### src/hdl/sbd_pkg.sv
package sbd_pkg;

    localparam int ITEMS  = 1024;
    localparam int IDX_W  = 10;
    localparam int CNT_W  = 11;
    localparam int BKT_W  = 64;
    localparam int CMD_W  = 3;
    localparam int BYTE_W = 8;

    localparam logic [CMD_W-1:0] CMD_LOAD  = 3'd0;
    localparam logic [CMD_W-1:0] CMD_PASS  = 3'd1;
    localparam logic [CMD_W-1:0] CMD_FLAG  = 3'd2;
    localparam logic [CMD_W-1:0] CMD_ENTRY = 3'd3;
    localparam logic [CMD_W-1:0] CMD_CLEAR = 3'd4;

    localparam logic CFG_REVERSE = 1'b0;
    localparam logic CFG_COUNT   = 1'b1;

    typedef struct packed {
        logic ahead;
        logic equal;
    } cmp_res_t;

endpackage

### src/hdl/sbd_cmp.sv
module sbd_cmp (
    input  logic [sbd_pkg::BKT_W-1:0] a_key,
    input  logic [sbd_pkg::IDX_W-1:0] a_item,
    input  logic [sbd_pkg::BKT_W-1:0] b_key,
    input  logic [sbd_pkg::IDX_W-1:0] b_item,
    input  logic                      reverse,
    output sbd_pkg::cmp_res_t         res
);
    import sbd_pkg::*;

    // bucket first, item number breaks ties
    always_comb
    begin
        res.equal = (a_key == b_key);
        if (a_key != b_key)
            res.ahead = (a_key < b_key);
        else if (reverse)
            res.ahead = (a_item > b_item);
        else
            res.ahead = (a_item < b_item);
    end

endmodule

### config.mk
export PLATFORM = sky130hd
export DESIGN_NAME = sbd_cmp
export DESIGN_NICKNAME = d
export VERILOG_FILES = /design/src/hdl/sbd_pkg.sv /design/src/hdl/sbd_cmp.sv
export SDC_FILE = /design/constraint.sdc
export NUM_CORES = 1
export LEC_CHECK = 0
export ABC_AREA = 0
export BUFFER_PORTS_ARGS = -buffer_cell sky130_fd_sc_hd__buf_2
export CAP_MARGIN = 20
export CORE_UTILIZATION = 42
export DETAILED_ROUTE_END_ITERATION = 16
export PLACE_DENSITY = 0.95
export RECOVER_POWER = 25
export SYNTH_ARGS = -nofsm -noshare
export SYNTH_HDL_FRONTEND = slang
export SYNTH_SLANG_ARGS = --single-unit
### constraint.sdc
create_clock -name vclk -period 2
set_clock_uncertainty 0.05 [all_clocks]
set_input_delay 0.1 -clock vclk [all_inputs]
set_output_delay 0.1 -clock vclk [all_outputs]
set_load 0.01 [all_outputs]
# Word level (Yosys, flattened, before mapping)
# Index checks and enable logic that the tools add are counted.
[word_totals]
reg_bits = 0
input_bits = 149
output_inout_bits = 2
word_cells = 7
[op_classes]
n_lt_le_gt_ge = 3
n_eq_ne = 2
muxes = 2
[ops]
columns = ["op", "count"]
rows = [
  ["$eq 64x64->1", 1],
  ["$lt 64x64->1", 1],
  ["$ne 64x64->1", 1],
  ["$gt 10x10->1", 1],
  ["$lt 10x10->1", 1],
  ["$mux 1", 2],
]

# Depth between registers and ports, before layout
# Gate-level depths: netlist of run 1.
[logic_depth]
depth_word = 3
ltp_mapped = 9
ltp_nobuf = 9

# Worst setup path after synthesis of run 1
# OpenSTA, ideal clock, no wires.
[synth_timing]
path_kind = "input-to-output"
startpoint = "input b_key[33] in the netlist's numbering"
endpoint = "output res[1] in the netlist's numbering"
t_arrival_ns = 1.584
required_time_ns = 1.850
path_slack_ns = 0.266
stages = 9
n_path_buf = 0
path_cell_list = "inv_1 > ha_1 > a21o_1 > a221o_1 > a221oi_2 > o21ai_1 > nor2_1 > o211ai_1 > a21bo_1"
[synth_lines]
columns = ["item", "line_no", "text"]
rows = [
  ["start, declared", "sbd_cmp.sv:4", "input logic [sbd_pkg::BKT_W-1:0] b_key,"],
  ["end, declared", "sbd_cmp.sv:7", "output sbd_pkg::cmp_res_t res"],
]

==> results of run 1 <==
[layer usage]
metal  share of wire, %  vias to the layer above
li1                   -                     1250
met1                 34                     1110
met2                 57                      114
met3                6.4                       20
met4                2.4                        0
met5                  0                        -
[path summary, 6_finish.rpt]
path / cells after the start / endpoint / start / slack [ns]
hold / removal: 4 / res[1] / reverse / 0.61
setup / recovery: 11 / res[1] / b_key[33] / 0.08
[power groups by stage]
stage                     clock network [mW]  registers (mW)  logic [mW]
after floorplan                            0               0       0.264
after global placement                     0               0       0.461
after detailed placement                   0               0       0.491
after CTS                                  0               0       0.511
after global routing                       0               0       0.646
final                                      0               0       0.574
[critical path: stages]
cell	delay, ns
buf_6	0.10
inv_4	0.05
ha_4	0.20
a21o_1	0.16
a221o_1	0.30
a221oi_2	0.27
o21ai_1	0.10
nor2_1	0.10
o211ai_1	0.09
a21bo_1	0.19
buf_6	0.10
[cell usage after synthesis, types with 2 or more instances]
master and instances:
nor2b_1 2, nand2_1 20, a21o_1 4, nor4_1 2, a21oi_1 25, nor3_1 4
a221oi_1 2, nor2_1 6, o21ai_1 3, and4_1 3, o21ai_0 11, nand4_1 12
ha_1 74, a211oi_1 2, nand3_1 7, inv_1 77, a221o_1 2
[repair_timing]
action,4_1_cts,5_1_grt
setup buffers,0,3
pin swaps,6,29
endpoints found under the setup margin,1,1
hold endpoints to repair,0,0
resized for setup,8,38
[stage by stage]
stage	setup TNS [ns]	cells	power, mW	instance area [um2]
6_report	0	480	0.574	3040
5_1_grt	-0.0260	480	0.646	3040
4_1_cts	0	478	0.511	2830
3_5_place_dp	-0.139	478	0.491	2760
3_3_place_gp	-0.0713	478	0.461	2760
2_1_floorplan	0	270	0.264	1900
[logic make-up (layout without fill, tap and decap cells)]
kind of cell	Yosys count	in the layout	share of synthesized area, %
multiplexers	1	1	0.526
adder cells (fa/ha/maj)	74	74	48.7
AND/OR/NAND/NOR	61	61	16.8
buffers and inverters	77	235	15.2
AO/OA/AOI/OAI	57	57	18.9
[layout make-up]
cell class                      instances  area (um2)
Timing Repair Buffer                  158         840
Fill cell                             335        1320
Tap cell                               52        65.1
Inverter                               77         297
Multi-Input combinational cell        193        1830
==> flow_summary.toml, run 1 <==
[power_and_ir_drop]
p_clk_share_pct = 0
p_sw_share_pct = 46.5
power.switching_uw = 267
combinationalPowerShare_pct = 100.0
p_per_area_mw_per_mm2 = 189
vdd_ir_drop_max_v = 0.000117
seqPwrFrac_pct = 0
p_leak_nw = 1.85
p_int_uw = 307

[logic_synthesis]
synth_area_leaders = "ha_1 49%, inv_1 15%, a21oi_1 6.6%, nand2_1 3.9%, nand4_1 3.9%"
syn-num-nets = 493
synth_seq_area_share_pct = 0
synth_warnings = 0
synth_top_cell_by_area = "ha_1"
synth.avg_cell_area_um2 = 7.05
yosysUniqueCellTypes = 31
netlist_instances = 270
synth.cell_area_mm2 = 0.00190
synth_top_area_share_pct = 48.7

[global_routing]
grt_pass1_wl_um = 9070
grt_use_total_pct = 21.8
use_met1_pct = 20.4
overflow = 0
grt_pass1_vias = 2428
grt_start_max_net_pins = 4
grt-busiest-layer = "met2"
grt_antenna_before_repair = 0
grtUsageMet2_pct = 46.5
grt_use_met3_pct = 3.20

[floorplan]
rows = 24
coreArea_mm2 = 0.00435
die_area_mm2 = 0.00480
dieWidth_um = 69.3
fp.dieH_um = 69.3
ios = 151
initial_core_util_pct = 43.7

[sta]
hold_viol_final = 0
timing.final.crit_share_pct = 96.0
max_freq_mhz = 521
period_minus_slack_ns = 1.92
drv_slew = 0
whs_ns = 0.613
tightest_slew_ns = 0.301
slew_headroom_pct = 79.9
setup_violations = 0
worst_slack_ns = 0.0808
rsz0062_at_grt = "true"

[drt]
routed-via-count = 2494
drt_iter0_drc = 30
route.antenna.remaining_nets = 0
wl_per_cell_um = 12.4
route.detailed.drc = 0
drt_first_pass_iters = 4
totalWireLength_um = 5930
vias_per_cell = 5.20

[finish]
finalNetCount = 653
syn_to_final_growth_pct = 59.5
mostFrequentLayoutCells = "146 x buf_2, 68 x inv_1, 62 x ha_1, 23 x a21oi_1, 20 x nand2_1"
regArea_um2 = 0
utilization_pct = 69.7
n_antenna_cell = 0
layout-drive-gt1-share_pct = 45.6
clockBufferCount = 0
layout_commonest_cell = "buf_2"
design.seq.count = 0

[critical_path]
worstSetupPathType = "primary input to output port"
crit_required_ns = 1.85
cp.arrival_ns = 1.77
crit_fanout = 2
startpoint_type = "primary input"
worst_setup_path_end_kind = "output port"

[place]
dp_hpwl_um = 4980
dp_slack_ns = -0.139
io_buffer_count = 151
globalplace.congestion = 0.829

[outcome]
status = "finished clean"

[worst_hold_path]
min_path_type = "primary input to output port"

[run]
drv_cap = 0

[clock_network]
cts_hold_buf = 0
No activity file was read; power rests on OpenSTA's default activity.
==> run 2, diff against run 1 <==
Settings changed: CELL_PAD_IN_SITES_DETAIL_PLACEMENT set to 1, CELL_PAD_IN_SITES_GLOBAL_PLACEMENT set to 1, CORE_UTILIZATION 42 to 27.
==> run 2 against run 1 <==
The run now ends with negative setup slack left; utilization shrank 25 points; non-clock buffer count rose by 3; die area up 54%; critical endpoint unchanged.
==> flow_summary.toml, run 2 (synthesis results as in run 1) <==
[critical_path]
cpPeakStageDelay_ns = 0.38
crit_slowest_cell = "a221o_1"
crit_required_ns = 1.85
worstPathBufferInverterCount = 3
crit_fanout = 2
worstSetupPathType = "primary input to output port"
startpoint_type = "primary input"
worst_setup_path_end_kind = "output port"
crit_family = "compound AO/OA/AOI/OAI gates"
cp.arrival_ns = 1.87
cp_cell_sequence = "buf_2 -> inv_1 -> ha_1 -> and3_1 -> a221o_1 -> a211oi_2 -> mux2i_1 -> a21bo_1 -> buf_6"

[worst_hold_path]
min_path_type = "primary input to output port"

[place]
dp.cells = 524
dp_hpwl_um = 6340
dp_slack_ns = -0.228
io_buffer_count = 151
globalplace.congestion = 0.737

[floorplan]
dieWidth_um = 86.0
rows = 30
ios = 151
coreArea_mm2 = 0.00679
die_area_mm2 = 0.00739
fp.dieH_um = 86.0
initial_core_util_pct = 28.0

[finish]
n_antenna_cell = 0
layout_commonest_cell = "buf_2"
nFillCells = 921
layout-drive-gt1-share_pct = 43.9
syn_to_final_growth_pct = 60.7
clockBufferCount = 0
regArea_um2 = 0
instances_no_fill = 527
utilization_pct = 45.0
design.seq.count = 0
mostFrequentLayoutCells = "146 x buf_2, 70 x inv_1, 66 x ha_1, 25 x a21oi_1, 20 x nand2_1"
finalNetCount = 656

[sta]
rsz0062_at_grt = "true"
tightest_slew_ns = 0.308
slew_headroom_pct = 79.5
worst_slack_ns = -0.0227
timing.final.crit_share_pct = 101
hold_viol_final = 0
setup_violations = 1
period_minus_slack_ns = 2.02
max_freq_mhz = 494
setup-tns-final_ns = -0.0227
drv_slew = 0

[drt]
route.antenna.remaining_nets = 0
routed-via-count = 2531
drt_first_pass_iters = 4
route.detailed.drc = 0
drt_iter0_drc = 25
totalWireLength_um = 7540
vias_per_cell = 4.80
wl_per_cell_um = 14.3

[global_routing]
grt_antenna_before_repair = 0
grt_start_max_net_pins = 4
grt_pass1_wl_um = 12000
overflow = 0
grt_use_total_pct = 20.2
grt_pass1_vias = 2967

[run]
drv_cap = 0

[power_and_ir_drop]
vdd_ir_drop_max_v = 0.0000658
p_leak_nw = 1.88
power.total_uw = 586
p_per_area_mw_per_mm2 = 191

[outcome]
violations = "negative setup slack"
status = "finished, violations left"

[clock_network]
cts_hold_buf = 0
[run 2: cell types whose count changed in the layout (fill, tap and decap cells not counted), moves of 2 or more]
cell     before  now
ha_1         62   66
ha_4         12    8
buf_4         7   10
a21oi_1      23   25
a21oi_2       2    0
inv_1        68   70
inv_2         6    4
o21ai_1       6    4
[run 2: where the power goes]
group	switching [mW]	total, mW	leakage, nW	internal [mW]
registers	0	0	0	0
clock network	0	0	0	0
logic	0.280	0.586	1.88	0.306
total	0.280	0.586	1.88	0.306
[run 2: repair_timing]
item	4_1_cts	5_1_grt
buffers inserted	4	0
gates resized for setup	29	8
pin swaps	16	8
setup endpoints to repair	2	2
[run 2: worst paths after layout]
kind              startpoint     end  depth (start not counted)
setup / recovery   b_item[5]  res[1]                          9
hold / removal       reverse  res[1]                          4
[run 2: cell type report]
cell class	instances	area [um2]	area share (%)
Inverter	77	297	9.69
Multi-Input combinational cell	193	1780	58.2
Timing Repair Buffer	161	862	28.2
Tap cell	96	120	3.93
[run 2: layer usage]
layer,part of all wire (%),routed length [um],vias to the layer above,track usage (%)
met3,6.4,482,13,2.89
met4,1.8,138,0,3.79
met2,59,4460,99,46.9
li1,-,-,1256,-
met1,33,2460,1163,17.0
met5,0,0,-,0
[run 2: stage by stage]
stage               hold slack (ns)  instance area, um2
detailed placement            0.639                2830
global placement              0.642                2830
CTS                           0.639                3030
finish                        0.640                3060
global route                  0.662                3060
floorplan                     0.409                1900
==> run 3, diff against run 2 <==
Settings changed: BUFFER_PORTS_ARGS -buffer_cell sky130_fd_sc_hd__buf_2 to unset, CORE_UTILIZATION 27 to 44, DONT_BUFFER_PORTS set to 1, PLACE_DENSITY 0.95 to unset, PLACE_DENSITY_LB_ADDON set to 0.1.
Clock period 2 ns to 1.94 ns, I/O delays scaled along.
==> run 3 against run 2 <==
The flow now finishes without violations; sequential share of layout area is the same; combinational power shrank 41%; sequential cell count is the same; highest routed layer is now met3; critical path depth is the same; final cell count shrank 39%; total power shrank 41%.
==> flow_summary.toml, run 3 (synthesis results as in run 1) <==
[outcome]
status = "finished clean"

[finish]
n_antenna_cell = 0
regArea_um2 = 0
mostFrequentLayoutCells = "77 x inv_1, 73 x ha_1, 25 x a21oi_1, 20 x nand2_1, 12 x nand4_1"
syn_to_final_growth_pct = 4.93
clockBufferCount = 0
instances_no_fill = 321
layout-drive-gt1-share_pct = 4.06
layout_commonest_cell = "inv_1"
multiInputGateArea_mm2 = 0.00164
finalNetCount = 496
nFillCells = 546
design.seq.count = 0

[critical_path]
worst_setup_path_end_kind = "output port"
crit_slowest_cell = "a221o_1"
crit_required_ns = 1.79
endpoint = "res[1]"
cpPeakStageDelay_ns = 0.32
crit_family = "compound AO/OA/AOI/OAI gates"
worstPathBufferInverterCount = 1
startpoint_type = "primary input"
setup.worst_path.start = "b_key[33]"
crit_fanout = 2
cp.arrival_ns = 1.64
cp_cell_sequence = "inv_1 -> ha_1 -> a21o_1 -> a221o_1 -> a221oi_2 -> o21ai_1 -> nor2_1 -> o211ai_1 -> a21bo_2"
worstSetupPathType = "primary input to output port"
cp.depth = 9

[floorplan]
coreArea_mm2 = 0.00409
die_area_mm2 = 0.00459
fp.dieH_um = 67.8
ios = 151
initial_core_util_pct = 46.6
dieWidth_um = 67.8
rows = 23

[drt]
vias_per_cell = 5.68
routed-via-count = 1823
totalWireLength_um = 4440
drt_iter0_drc = 12
route.detailed.drc = 0
route.antenna.remaining_nets = 0
wl_per_cell_um = 13.8
drt_first_pass_iters = 4

[global_routing]
grt_pass1_wl_um = 6870
grt_use_total_pct = 18.8
overflow = 0
grt_start_max_net_pins = 4
grt_pass1_vias = 1798
grt_antenna_before_repair = 0

[power_and_ir_drop]
p_per_area_mw_per_mm2 = 174
vdd_ir_drop_max_v = 0.0000616
p_leak_nw = 1.21
power.total_uw = 347

[sta]
rsz0062_at_grt = "false"
setup_violations = 0
timing.final.crit_share_pct = 92.2
hold_viol_final = 0
setup-tns-final_ns = 0
tightest_slew_ns = 0.372
max_freq_mhz = 559
period_minus_slack_ns = 1.79
drv_slew = 0
slew_headroom_pct = 75.0
whs_ns = 0.453

[clock_network]
cts_hold_buf = 0
cts_setup_buffers = 0
ctsResizeCount = 0

[place]
dp.cells = 321
globalplace.congestion = 0.684
io_buffer_count = 0
dp_hpwl_um = 4400

[worst_hold_path]
min_path_type = "primary input to output port"

[run]
drv_cap = 0
## run 3: changes by cell type in the layout (fill, tap and decap cells not counted), moves of 3 or more
cell / delta
inv_4: -3
ha_4: -7
buf_6: -5
buf_2: -146
o21ai_0: +3
ha_1: +7
buf_4: -9
inv_1: +7
inv_2: -4
## run 3: how the worst min path moves through the flow
stage,cells past startpoint,slack [ns],from,end
finish,2,0.45,reverse,res[1]
global route,2,0.47,reverse,res[1]
floorplan,2,0.40,reverse,res[1]
CTS,2,0.46,reverse,res[1]
global placement,2,0.46,reverse,res[1]
detailed placement,2,0.46,reverse,res[1]
## run 3: through the flow
step | utilization [%] | worst slack (ns) | cell area [um2]
final | 48.9 | 0.151 | 2000
after global routing | 48.9 | 0.0201 | 2000
after CTS | 48.3 | 0.0420 | 1970
after detailed placement | 48.3 | 0.0517 | 1970
after global placement | 48.3 | 0.0541 | 1970
after floorplan | - | 0.212 | 1900
## run 3: final cells by class
type | instances | area share [%]
tap | 50 | 3.13
inverter | 77 | 14.5
multi-input combinational | 193 | 82.0
timing repair buffer | 1 | 0.376
## run 3: power breakdown
part	total [mW]	switching (mW)	internal, mW
Combinational	0.347	0.181	0.165
Sequential	0	0	0
Clock	0	0	0
## run 3: layer usage
| metal | vias to the layer above | wire [um] | global-route usage, % |
|---|---|---|---|
| met1 | 810 | 1760 | 19.7 |
| met3 | 0 | 360 | 3.38 |
| met5 | - | 0 | 0 |
| met4 | 0 | 0 | 0.532 |
| li1 | 935 | - | - |
| met2 | 78 | 2310 | 39.2 |
